===== src/sv/evad_pkg.sv =====
// Shared types, constants and register codes for the energy voice activity detector.
package evad_pkg;

  localparam int unsigned EnergyWidth  = 16;
  localparam int unsigned HoldWidth    = 10;
  localparam int unsigned AlphaWidth   = 17;
  localparam int unsigned TimeoutWidth = 16;
  localparam int unsigned CfgIdxWidth  = 3;
  localparam int unsigned CfgDataWidth = 17;

  // Unity decay factor in Q1.16
  localparam logic [AlphaWidth-1:0] AlphaOne = 17'h10000;

  // Register reset values
  localparam logic signed [EnergyWidth-1:0] RstThresholdOffset = 16'sd2560;
  localparam logic [HoldWidth-1:0]          RstSpeechHold      = 10'd3;
  localparam logic [HoldWidth-1:0]          RstSilenceHold     = 10'd10;
  localparam logic [AlphaWidth-1:0]         RstSmoothingA      = 17'd62259;
  localparam logic [TimeoutWidth-1:0]       RstTimeoutLimit    = 16'd1000;

  typedef enum logic [1:0] {
    ST_SILENCE      = 2'd0,
    ST_POSS_SPEECH  = 2'd1,
    ST_SPEECH       = 2'd2,
    ST_POSS_SILENCE = 2'd3
  } vad_state_t;

  typedef enum logic [CfgIdxWidth-1:0] {
    REG_THRESHOLD_OFFSET = 3'd0,
    REG_SPEECH_HOLD      = 3'd1,
    REG_SILENCE_HOLD     = 3'd2,
    REG_SMOOTHING_A      = 3'd3,
    REG_TIMEOUT_LIMIT    = 3'd4
  } cfg_index_t;

  // Envelope tracker values for one item
  typedef struct packed {
    logic signed [EnergyWidth-1:0] min_val;
    logic signed [EnergyWidth-1:0] max_val;
    logic signed [EnergyWidth-1:0] mid_val;
  } env_t;

endpackage


===== src/sv/evad_if.sv =====
// Valid/ready channel interfaces for energy samples, results and register writes.
interface evad_in_if;
  logic                                         valid;
  logic                                         ready;
  logic signed [evad_pkg::EnergyWidth-1:0]      energy;

  modport source (output valid, output energy, input ready);
  modport sink   (input valid, input energy, output ready);
endinterface

interface evad_out_if;
  logic                                         valid;
  logic                                         ready;
  logic                                         speech;
  logic [1:0]                                   vad_state;
  logic                                         timeout_hit;
  logic signed [evad_pkg::EnergyWidth-1:0]      envelope_min;
  logic signed [evad_pkg::EnergyWidth-1:0]      envelope_max;
  logic signed [evad_pkg::EnergyWidth-1:0]      envelope_mid;

  modport source (output valid, output speech, output vad_state, output timeout_hit,
                  output envelope_min, output envelope_max, output envelope_mid,
                  input ready);
  modport sink   (input valid, input speech, input vad_state, input timeout_hit,
                  input envelope_min, input envelope_max, input envelope_mid,
                  output ready);
endinterface

interface evad_cfg_if;
  logic                                         valid;
  logic                                         ready;
  logic [evad_pkg::CfgIdxWidth-1:0]             index;
  logic [evad_pkg::CfgDataWidth-1:0]            data;

  modport source (output valid, output index, output data, input ready);
  modport sink   (input valid, input index, input data, output ready);
endinterface


===== src/sv/energy_vad_state_machine_unit.sv =====
// Energy voice activity detector: input register, combinational update, result register.
// Each accepted energy sample is held in the input register; the update runs from that
// register into the result register once the result slot is free.
// Throughput: one sample per cycle while results are taken; the envelope and state update is combinational.
// Reset (rst, synchronous): registers return to defaults, trackers clear, state is silence,
// the next sample seeds the envelopes. Register writes are taken in any cycle.
module energy_vad_state_machine_unit (
  input  logic        clk,
  input  logic        rst,
  evad_cfg_if.sink    cfg,
  evad_in_if.sink     sample,
  evad_out_if.source  result
);

  localparam int unsigned EW = evad_pkg::EnergyWidth;
  localparam int unsigned HW = evad_pkg::HoldWidth;
  localparam int unsigned TW = evad_pkg::TimeoutWidth;

  // Configuration registers
  logic signed [EW-1:0]                   threshold_offset;
  logic [HW-1:0]                          speech_hold;
  logic [HW-1:0]                          silence_hold;
  logic [evad_pkg::AlphaWidth-1:0]        smoothing_a;
  logic [TW-1:0]                          timeout_limit;

  // Input stage
  logic                                   in_valid;
  logic signed [EW-1:0]                   in_energy;
  logic                                   advance;

  // Detector state
  logic                                   first_item;
  evad_pkg::env_t                         env;
  logic signed [EW-1:0]                   decide_level;
  evad_pkg::vad_state_t                   fsm_state;
  logic [HW-1:0]                          speech_count_left;
  logic [HW-1:0]                          silence_count_left;
  logic [TW-1:0]                          timeout_left;

  evad_pkg::env_t                         env_cur;
  evad_pkg::env_t                         env_next;
  logic signed [EW-1:0]                   decide_level_next;
  evad_pkg::vad_state_t                   fsm_state_next;
  logic [HW-1:0]                          speech_count_left_next;
  logic [HW-1:0]                          silence_count_left_next;
  logic [TW-1:0]                          timeout_left_next;
  logic                                   hit_next;
  logic signed [EW-1:0]                   up_level;
  logic signed [EW:0]                     up_sum;

  // Result register
  logic                                   out_valid;

  // Configuration writes
  assign cfg.ready = 1'b1;

  always_ff @(posedge clk) begin
    if (rst) begin
      threshold_offset <= evad_pkg::RstThresholdOffset;
      speech_hold      <= evad_pkg::RstSpeechHold;
      silence_hold     <= evad_pkg::RstSilenceHold;
      smoothing_a      <= evad_pkg::RstSmoothingA;
      timeout_limit    <= evad_pkg::RstTimeoutLimit;
    end else if (cfg.valid) begin
      case (evad_pkg::cfg_index_t'(cfg.index))
        evad_pkg::REG_THRESHOLD_OFFSET: threshold_offset <= cfg.data[EW-1:0];
        evad_pkg::REG_SPEECH_HOLD:      speech_hold      <= cfg.data[HW-1:0];
        evad_pkg::REG_SILENCE_HOLD:     silence_hold     <= cfg.data[HW-1:0];
        evad_pkg::REG_SMOOTHING_A:      smoothing_a      <= cfg.data;
        evad_pkg::REG_TIMEOUT_LIMIT:    timeout_limit    <= cfg.data[TW-1:0];
        default: ;
      endcase
    end
  end

  // Advance the input register into the result register when the result slot frees
  assign advance      = in_valid && (!out_valid || result.ready);
  assign sample.ready = !in_valid || advance;

  always_ff @(posedge clk) begin
    if (rst) begin
      in_valid <= 1'b0;
    end else if (sample.valid && sample.ready) begin
      in_valid <= 1'b1;
    end else if (advance) begin
      in_valid <= 1'b0;
    end
  end

  always_ff @(posedge clk) begin
    if (sample.valid && sample.ready) begin
      in_energy <= sample.energy;
    end
  end

  // Envelope trackers
  evad_env u_env (
    .energy      (in_energy),
    .first_item  (first_item),
    .prev        (env),
    .smoothing_a (smoothing_a),
    .cur         (env_cur),
    .upd         (env_next)
  );

  // Threshold above the previous midpoint, saturated
  assign up_sum = 17'({env_cur.mid_val[EW-1], env_cur.mid_val})
                + 17'({threshold_offset[EW-1], threshold_offset});
  always_comb begin
    if (up_sum[EW] != up_sum[EW-1]) begin
      up_level = up_sum[EW] ? {1'b1, {(EW-1){1'b0}}} : {1'b0, {(EW-1){1'b1}}};
    end else begin
      up_level = up_sum[EW-1:0];
    end
  end

  // State machine with hold counters and timeout
  always_comb begin
    logic [HW-1:0] cnt_dec;
    cnt_dec                 = '0;
    fsm_state_next          = fsm_state;
    decide_level_next       = decide_level;
    speech_count_left_next  = speech_count_left;
    silence_count_left_next = silence_count_left;
    timeout_left_next       = timeout_left;
    hit_next                = 1'b0;

    case (fsm_state)
      evad_pkg::ST_SILENCE: begin
        if (in_energy > up_level) begin
          fsm_state_next         = evad_pkg::ST_POSS_SPEECH;
          decide_level_next      = up_level;
          speech_count_left_next = (speech_hold == '0) ? '0 : speech_hold - 1'b1;
        end
      end
      evad_pkg::ST_POSS_SPEECH: begin
        cnt_dec = (speech_count_left == '0) ? '0 : speech_count_left - 1'b1;
        speech_count_left_next = cnt_dec;
        if (in_energy > decide_level && in_energy > env_next.mid_val) begin
          if (cnt_dec == '0) begin
            speech_count_left_next = speech_hold;
            fsm_state_next         = evad_pkg::ST_SPEECH;
            timeout_left_next      = (timeout_limit > TW'(speech_hold))
                                   ? timeout_limit - TW'(speech_hold) : '0;
          end
        end else begin
          fsm_state_next = evad_pkg::ST_SILENCE;
        end
      end
      evad_pkg::ST_SPEECH: begin
        if (in_energy < env_next.mid_val) begin
          fsm_state_next          = evad_pkg::ST_POSS_SILENCE;
          decide_level_next       = env_next.mid_val;
          silence_count_left_next = (silence_hold == '0) ? '0 : silence_hold - 1'b1;
        end
      end
      evad_pkg::ST_POSS_SILENCE: begin
        cnt_dec = (silence_count_left == '0) ? '0 : silence_count_left - 1'b1;
        silence_count_left_next = cnt_dec;
        if (in_energy > env_next.mid_val) begin
          fsm_state_next          = evad_pkg::ST_SPEECH;
          silence_count_left_next = (silence_hold == '0) ? '0 : silence_hold - 1'b1;
        end else if (cnt_dec == '0) begin
          fsm_state_next = evad_pkg::ST_SILENCE;
        end
      end
      default: begin
        fsm_state_next = evad_pkg::ST_SILENCE;
      end
    endcase

    // Count down the non-silent run, force silence on expiry
    if (fsm_state_next != evad_pkg::ST_SILENCE && timeout_left_next != '0) begin
      timeout_left_next = timeout_left_next - 1'b1;
    end
    if (timeout_left_next == '0) begin
      fsm_state_next    = evad_pkg::ST_SILENCE;
      timeout_left_next = timeout_limit;
      hit_next          = 1'b1;
    end
  end

  // Update detector state on each processed transaction
  always_ff @(posedge clk) begin
    if (rst) begin
      first_item         <= 1'b1;
      env                <= '0;
      decide_level       <= '0;
      fsm_state          <= evad_pkg::ST_SILENCE;
      speech_count_left  <= '0;
      silence_count_left <= '0;
      timeout_left       <= evad_pkg::RstTimeoutLimit;
    end else if (advance) begin
      first_item         <= 1'b0;
      env                <= env_next;
      decide_level       <= decide_level_next;
      fsm_state          <= fsm_state_next;
      speech_count_left  <= speech_count_left_next;
      silence_count_left <= silence_count_left_next;
      timeout_left       <= timeout_left_next;
    end
  end

  // Result register valid: load on advance, drop when taken
  always_ff @(posedge clk) begin
    if (rst) begin
      out_valid <= 1'b0;
    end else if (advance) begin
      out_valid <= 1'b1;
    end else if (result.ready) begin
      out_valid <= 1'b0;
    end
  end

  // Result payload
  always_ff @(posedge clk) begin
    if (advance) begin
      result.speech       <= (fsm_state_next == evad_pkg::ST_SPEECH)
                          || (fsm_state_next == evad_pkg::ST_POSS_SILENCE);
      result.vad_state    <= fsm_state_next;
      result.timeout_hit  <= hit_next;
      result.envelope_min <= env_next.min_val;
      result.envelope_max <= env_next.max_val;
      result.envelope_mid <= env_next.mid_val;
    end
  end

  assign result.valid = out_valid;

endmodule


===== src/sv/evad_env.sv =====
// Min/max envelope trackers: take a new extreme or decay toward the previous midpoint.
module evad_env (
  input  logic signed [evad_pkg::EnergyWidth-1:0] energy,
  input  logic                                    first_item,
  input  evad_pkg::env_t                          prev,
  input  logic [evad_pkg::AlphaWidth-1:0]         smoothing_a,
  output evad_pkg::env_t                          cur,
  output evad_pkg::env_t                          upd
);

  logic [evad_pkg::AlphaWidth-1:0] alpha;
  logic signed [evad_pkg::EnergyWidth-1:0] max_decay;
  logic signed [evad_pkg::EnergyWidth-1:0] min_decay;
  logic signed [evad_pkg::EnergyWidth:0]   mid_sum;

  // a*prev + (1-a)*mid rewritten as mid + a*(prev-mid); result lies between prev and mid
  function automatic logic signed [15:0] decay(
    input logic signed [15:0] p,
    input logic signed [15:0] m,
    input logic [16:0]        a
  );
    logic signed [16:0] diff;
    logic signed [34:0] prod;
    logic signed [34:0] rnd;
    diff  = 17'({p[15], p}) - 17'({m[15], m});
    prod  = $signed({1'b0, a}) * diff;
    rnd   = prod + 35'sd32768;
    decay = m + rnd[31:16];
  endfunction

  // Clamp decay factor above one
  assign alpha = smoothing_a[16] ? evad_pkg::AlphaOne : smoothing_a;

  // Seed all trackers with the energy on the first item
  always_comb begin
    if (first_item) begin
      cur.min_val = energy;
      cur.max_val = energy;
      cur.mid_val = energy;
    end else begin
      cur = prev;
    end
  end

  assign max_decay = decay(cur.max_val, cur.mid_val, alpha);
  assign min_decay = decay(cur.min_val, cur.mid_val, alpha);

  assign upd.max_val = (energy > cur.max_val) ? energy : max_decay;
  assign upd.min_val = (energy < cur.min_val) ? energy : min_decay;

  // Floor midpoint of the new trackers
  assign mid_sum     = 17'({upd.min_val[15], upd.min_val}) + 17'({upd.max_val[15], upd.max_val});
  assign upd.mid_val = mid_sum[16:1];

endmodule


===== src/flat_wrapper.sv =====
// flat-port wrapper written by rule: the top's interface ports become plain ports
module energy_vad_state_machine_unit_flat 
  (clk, rst, cfg_valid, cfg_index, cfg_data, cfg_ready, sample_valid, sample_energy, sample_ready, result_valid, result_speech, result_vad_state, result_timeout_hit, result_envelope_min, result_envelope_max, result_envelope_mid, result_ready);
  evad_cfg_if cfg_i ();
  evad_in_if sample_i ();
  evad_out_if result_i ();
  input  logic clk;
  input  logic rst;
  input wire logic [$bits(cfg_i.valid)-1:0] cfg_valid;
  input wire logic [$bits(cfg_i.index)-1:0] cfg_index;
  input wire logic [$bits(cfg_i.data)-1:0] cfg_data;
  output wire logic [$bits(cfg_i.ready)-1:0] cfg_ready;
  input wire logic [$bits(sample_i.valid)-1:0] sample_valid;
  input wire logic [$bits(sample_i.energy)-1:0] sample_energy;
  output wire logic [$bits(sample_i.ready)-1:0] sample_ready;
  output wire logic [$bits(result_i.valid)-1:0] result_valid;
  output wire logic [$bits(result_i.speech)-1:0] result_speech;
  output wire logic [$bits(result_i.vad_state)-1:0] result_vad_state;
  output wire logic [$bits(result_i.timeout_hit)-1:0] result_timeout_hit;
  output wire logic [$bits(result_i.envelope_min)-1:0] result_envelope_min;
  output wire logic [$bits(result_i.envelope_max)-1:0] result_envelope_max;
  output wire logic [$bits(result_i.envelope_mid)-1:0] result_envelope_mid;
  input wire logic [$bits(result_i.ready)-1:0] result_ready;
  assign cfg_i.valid = cfg_valid;
  assign cfg_i.index = cfg_index;
  assign cfg_i.data = cfg_data;
  assign cfg_ready = cfg_i.ready;
  assign sample_i.valid = sample_valid;
  assign sample_i.energy = sample_energy;
  assign sample_ready = sample_i.ready;
  assign result_valid = result_i.valid;
  assign result_speech = result_i.speech;
  assign result_vad_state = result_i.vad_state;
  assign result_timeout_hit = result_i.timeout_hit;
  assign result_envelope_min = result_i.envelope_min;
  assign result_envelope_max = result_i.envelope_max;
  assign result_envelope_mid = result_i.envelope_mid;
  assign result_i.ready = result_ready;
  energy_vad_state_machine_unit u_core (.clk(clk), .rst(rst), .cfg(cfg_i), .sample(sample_i), .result(result_i));
endmodule

===== config.mk =====
export PLATFORM = sky130hd
export DESIGN_NAME = energy_vad_state_machine_unit_flat
export DESIGN_NICKNAME = d
export VERILOG_FILES = /design/src/sv/evad_pkg.sv /design/src/sv/evad_if.sv /design/src/sv/energy_vad_state_machine_unit.sv /design/src/sv/evad_env.sv /design/src/flat_wrapper.sv
export SDC_FILE = /design/constraint.sdc
export NUM_CORES = 2
export LEC_CHECK = 0
export BUFFER_PORTS_ARGS = -buffer_cell sky130_fd_sc_hd__buf_2
export CAP_MARGIN = 40
export CORE_UTILIZATION = 45
export CTS_CLUSTER_SIZE = 30
export DETAILED_ROUTE_END_ITERATION = 10
export GPL_TIMING_DRIVEN = 0
export HOLD_SLACK_MARGIN = 0.03
export PLACE_DENSITY = 0.63
export REMOVE_ABC_BUFFERS = 1
export SYNTH_ARGS = -nofsm -noshare
export SYNTH_HDL_FRONTEND = slang
export SYNTH_SLANG_ARGS = --single-unit

===== constraint.sdc =====
create_clock -name clk -period 17.3 [get_ports clk]
set_input_delay 1.73 -clock clk [delete_from_list [all_inputs] [get_ports clk]]
set_output_delay 1.73 -clock clk [all_outputs]
set_load 0.02 [all_outputs]

======== Word-level counts from Yosys, hierarchy flattened ========
Index checks and enable logic that the tools add are counted.
operators by class
  order comparisons ....................... 7
  add/sub/neg operators ................... 14
  reduce and logical (&&, ||, !) cells .... 33
  mux-type cells .......................... 39
  multiply operators ...................... 2
  eq/ne operators ......................... 12
operators with widths
  kind                                                                   count
  16-bit two-way mux                                                     12
  10-bit two-way mux                                                     9
  32-bit by 17-bit adder with 32-bit output (second input constant)      2
  16-bit greater-than comparator                                         4
  18-bit by 17-bit multiplier with 32-bit output                         2
  10-bit zero test                                                       6
  48-bit two-way mux                                                     1
  10-bit case mux with 2 select lines                                    2
  10-bit by 1-bit subtractor with 10-bit output (second input constant)  4
  16-bit by 16-bit adder with 17-bit output                              2
  16-bit by 16-bit subtractor with 17-bit output                         2
  16-bit adder                                                           2
  16-bit less-than comparator                                            2
  16-bit case mux with 2 select lines                                    1
  17-bit two-way mux                                                     1
  16-bit by 10-bit greater-than comparator with 1-bit output             1
  16-bit zero test                                                       1
  16-bit nonzero test                                                    1
  16-bit by 1-bit subtractor with 16-bit output (second input constant)  1
  16-bit by 10-bit subtractor with 16-bit output                         1
  2-bit two-way mux                                                      7
  2-bit nonzero test                                                     6
  2-bit AND reduction                                                    5
  2-bit == test (second input constant)                                  4
  15 further kinds                                                       28
storage, ports and cells
  bits in registers ....................... 242
  output and inout port bits .............. 55
  input port bits ......................... 41
  word-level logic and storage cells ...... 130

======== Logic depth before layout (Yosys ltp) ========
  word-level depth ........................ 18
  depth in mapped cells ................... 90
  gate-level depth less buffers ........... 84

======== Modules after synthesis ========
A second synthesis with hierarchy kept.
second synthesis, totals
  cells, all modules ...................... 4567
  area, all modules ....................... 36936.7 um2
by module, submodules not included
  module                         instances  area each (um2)  cells an instance  seq. area each (um2)
  evad_env                       1          23550.1          2951               0.0
  energy_vad_state_machine_unit  1          13386.6          1616               5495.3

======== Least setup slack after synthesis ========
OpenSTA, ideal clock, no wires.
  path kind ............................... reg-to-reg
  from .................................... register u_core.first_item
  to ...................................... register u_core.result.vad_state[1], data pin
  cell stages (with the launch flop) ...... 85
  library setup time ...................... 274 ps
  setup slack ............................. 25 ps
  data required time ...................... 17026 ps
  period minus slack after synthesis ...... 17275 ps
  arrival ................................. 17001 ps
  path buffers ............................ 7
  cell sequence ........................... dfxtp_1 -> clkbuf_1 -> clkbuf_1 -> o21ai_0 -> ha_1 -> fa_1 -> nor2b_1 -> o21ai_0 -> a21boi_0 -> o21ai_0 -> a21boi_0 -> o21ai_0 -> a21boi_0 -> o21ai_0 -> a21boi_0 -> o21ai_0 -> nand2b_1 -> a21o_1 -> [... 49 more ...] -> nor4_4 -> xnor2_2 -> nand2_1 -> buf_4 -> buf_2 -> nor3_1 -> a21oi_1 -> ha_1 -> nand2_1 -> nor4_2 -> a21oi_2 -> o21ai_2 -> buf_6 -> o311a_1 -> nor3_1 -> o211a_1 -> buf_2 -> a21oi_1
RTL lines
  element                 line                                  source
  start, declared         energy_vad_state_machine_unit.sv:32   logic first_item;
  start signal, assigned  energy_vad_state_machine_unit.sv:186  first_item <= 1'b1;
  start signal, assigned  energy_vad_state_machine_unit.sv:194  first_item <= 1'b0;
  end signal, assigned    energy_vad_state_machine_unit.sv:220  result.vad_state <= fsm_state_next;
  end, declared           evad_if.sv:21                         modport source (output valid, output speech, output vad_state, output timeout_hit,

==> impl_metrics.tcl <==
set metrics [dict create \
    portBuffers 94 \
    wl_um 112000 \
    final_cell_mix "inv_1, nand2_1, fa_1, nor2_1, ha_1" \
    hold_end "u_core.decide_level[7]" \
    hpwl_um 87300 \
    synth_cells 4499 \
    critPathCaptureType "flip-flop" \
    critPathRequiredTime_ns 17.59 \
    area_growth_pct 13.7 \
    grt_pass1_vias 31100 \
    die_w_um 286 \
    synth_top_cell_area_share_pct 25.0 \
    crit_path_top_delay_cell "fa_1" \
    root_buffer "clkbuf_16" \
    fin_hold_ws_ns 0.454 \
    grt_max_degree 106 \
    ys_top_cells_by_area "fa_1, ha_1, dfxtp_1" \
    tns_ns 0 \
    grt_pass1_wl_um 175000 \
    antenna_found_initial 0 \
    synth_area_leader_cell "fa_1" \
    final_common_cell "inv_1" \
    crit_type "flip-flop to flip-flop" \
    synth_seq_area_share_pct 15.1 \
    die_area_mm2 0.0820 \
    drc 0 \
    maxSlewHeadroom_pct 38.0 \
    fp-row-count 103 \
    routedWlPerCell_um 19.8 \
    final_max_slew_viol_count 0 \
    coreArea_mm2 0.0795 \
    clk_pin_slew_ns 0.06 \
    vias 31400 \
    clockBufferDepth 3 \
    hold_class "flip-flop to flip-flop" \
    cp_slowest_stage_delay_ns 0.51 \
    r2r_slack_ns 0.51 \
    cp_max_fo 25 \
    cts_inserted_buffers 24 \
    r2r_start "u_core.first_item" \
    fin_worst_skew_ns 0.0245 \
    fmax_ghz 0.0596 \
    ys_ff_latch 241 \
    r2r_end "u_core.result.vad_state[0]" \
    firstDrtPassIters 5 \
    place.gp.congestion 0.937 \
    via_per_inst 5.55 \
    ys_async_sr_fraction_pct 0 \
    h-tree-depth 1 \
    clk_latency_ns 0.56 \
    hold_start "u_core.decide_level[7]" \
    cp-start-kind "flip-flop" \
    initial_core_util_pct 45.7 \
    status "completed" \
    worstRegToRegCells 80 \
    synth_edf_count 67 \
    netlist_area_mm2 0.0364 \
    avgSynthCellArea_um2 8.09 \
    num_io_pins 96 \
    min_period_ns 16.79 \
    synth.distinct_cells 98 \
    cts_sinks 241 \
    cts_tree "yes" \
    post-route-period-util_pct 97.0 \
    worstPathArrival_ns 17.08 \
    fin_nets 5487 \
    hold_viol 0 \
    nFillCells 7554 \
    whs_path_depth 2 \
    drive_above_1_share_pct 12.2 \
    cap_violations 0 \
    ys.flop_type "dfxtp_1" \
    die_height_um 286 \
    antenna_left 0 \
    yosys_warnings 0 \
    overflow 0 \
    setup_violations 0 \
    grt_usage_pct 27.3 \
    drtIter0Drc 2341 \
    worst_pin_slew_ns 0.928 \
]
-- final cells by class --
cell class	instances	area (µm²)	share of cell area, %
multi-input combinational	3262	28500	69.0
sequential	241	5500	13.3
inverter	814	3070	7.42
timing repair buffer	252	2090	5.06
tap	1050	1310	3.18
clock buffer	33	686	1.66
clock inverter	9	145	0.351
antenna	1	2.50	0.00605
-- worst max-delay path by stage --
| stage | from | endpoint | depth (start not counted) |
|---|---|---|---|
| floorplan | u_core.first_item | u_core.fsm_state[0] | 76 |
| global placement | u_core.first_item | u_core.fsm_state[0] | 75 |
| detailed placement | u_core.first_item | u_core.fsm_state[0] | 77 |
| CTS | u_core.first_item | u_core.timeout_left[12] | 85 |
| global route | u_core.first_item | u_core.timeout_left[12] | 85 |
| finish | u_core.first_item | u_core.result.vad_state[0] | 80 |
-- Yosys cell counts, drive strengths merged, types with 6 or more instances --
| library cell | n |
|---|---|
| inv | 811 |
| nand2 | 639 |
| fa | 455 |
| nor2 | 449 |
| ha | 396 |
| a21oi | 201 |
| dfxtp | 174 |
| clkbuf | 160 |
| o21ai | 155 |
| nor3 | 95 |
| xnor2 | 93 |
| o21a | 80 |
| edfxtp | 67 |
| nand3 | 67 |
| a211oi | 48 |
| a21o | 46 |
| nand2b | 46 |
| nor2b | 46 |
| xor2 | 39 |
| mux2i | 34 |
| and2 | 29 |
| nor4 | 26 |
| a21boi | 25 |
| buf | 25 |
| nand4 | 23 |
| and3 | 20 |
| or3 | 18 |
| a31oi | 17 |
| or2 | 17 |
| a211o | 15 |
| o211ai | 15 |
| mux2 | 14 |
| o21bai | 11 |
| o31ai | 11 |
| a22oi | 8 |
| a31o | 8 |
| nand3b | 8 |
| o211a | 7 |
| or4 | 7 |
| a221oi | 6 |
| nor3b | 6 |
| o2111ai | 6 |
| o221ai | 6 |
-- repair_timing --
| item | CTS | global route |
|---|---|---|
| pin swaps | 29 | 87 |
| setup endpoints to repair | 57 | 29 |
| gates resized for setup | 153 | 147 |
| setup buffers | 45 | 42 |
| hold buffers | 0 | 0 |
| cloned | 4 | 1 |
-- flip-flops by register name, indices dropped and copies added, names as in the netlist, 10 cells and up --
name                        count
u_core.decide_level            16
u_core.env                     48
u_core.in_energy               16
u_core.result.envelope_max     16
u_core.result.envelope_mid     16
u_core.result.envelope_min     16
u_core.silence_count_left      10
u_core.silence_hold            10
u_core.smoothing_a             17
u_core.speech_count_left       10
u_core.speech_hold             10
u_core.threshold_offset        16
u_core.timeout_left            16
u_core.timeout_limit           16
-- cells by family after synthesis --
| kind of cell | share of synthesized area [%] |
|---|---|
| and+or+nand+nor | 18.4 |
| buffers and inverters | 10.4 |
| adders and majority gates | 38.7 |
| AOI/OAI and AO/OA | 12.8 |
| DFF | 15.1 |
| xor gates and xnor gates | 3.24 |
| muxes | 1.40 |
| other | 0.0103 |
-- per-layer routing --
metal | GRT usage, % | vias to the layer above | share of wire [%]
met1 | 36.7 | 15500 | 43
met2 | 45.3 | 1083 | 47
met3 | 3.17 | 195 | 6.9
li1 | - | 14700 | -
met4 | 9.37 | 0 | 3.6
met5 | 0 | - | 0
-- through the flow --
stage	instance area, µm²	util [%]	setup WS (ns)	instances
final	41400	52.0	0.512	5662
after global routing	41300	52.0	-0.140	5661
after CTS	40300	50.6	0.0203	5618
after detailed placement	38400	48.3	-5.88	5527
after global placement	37400	47.1	-9.00	5458
after floorplan	35600	-	-1.29	4314
-- worst max-delay path, delay by kind of cell (launching register included) --
kind	cells	cell delay, ns
compound gates	29	4.84
xor+xnor	5	1.10
fa+ha+maj	13	4.91
buf+inv	12	1.59
flops	1	0.36
mux	1	0.21
simple gates	20	3.45
Power is not shown: default switching activity piles up to over one toggle a cycle in this logic, so the estimate is an artifact.
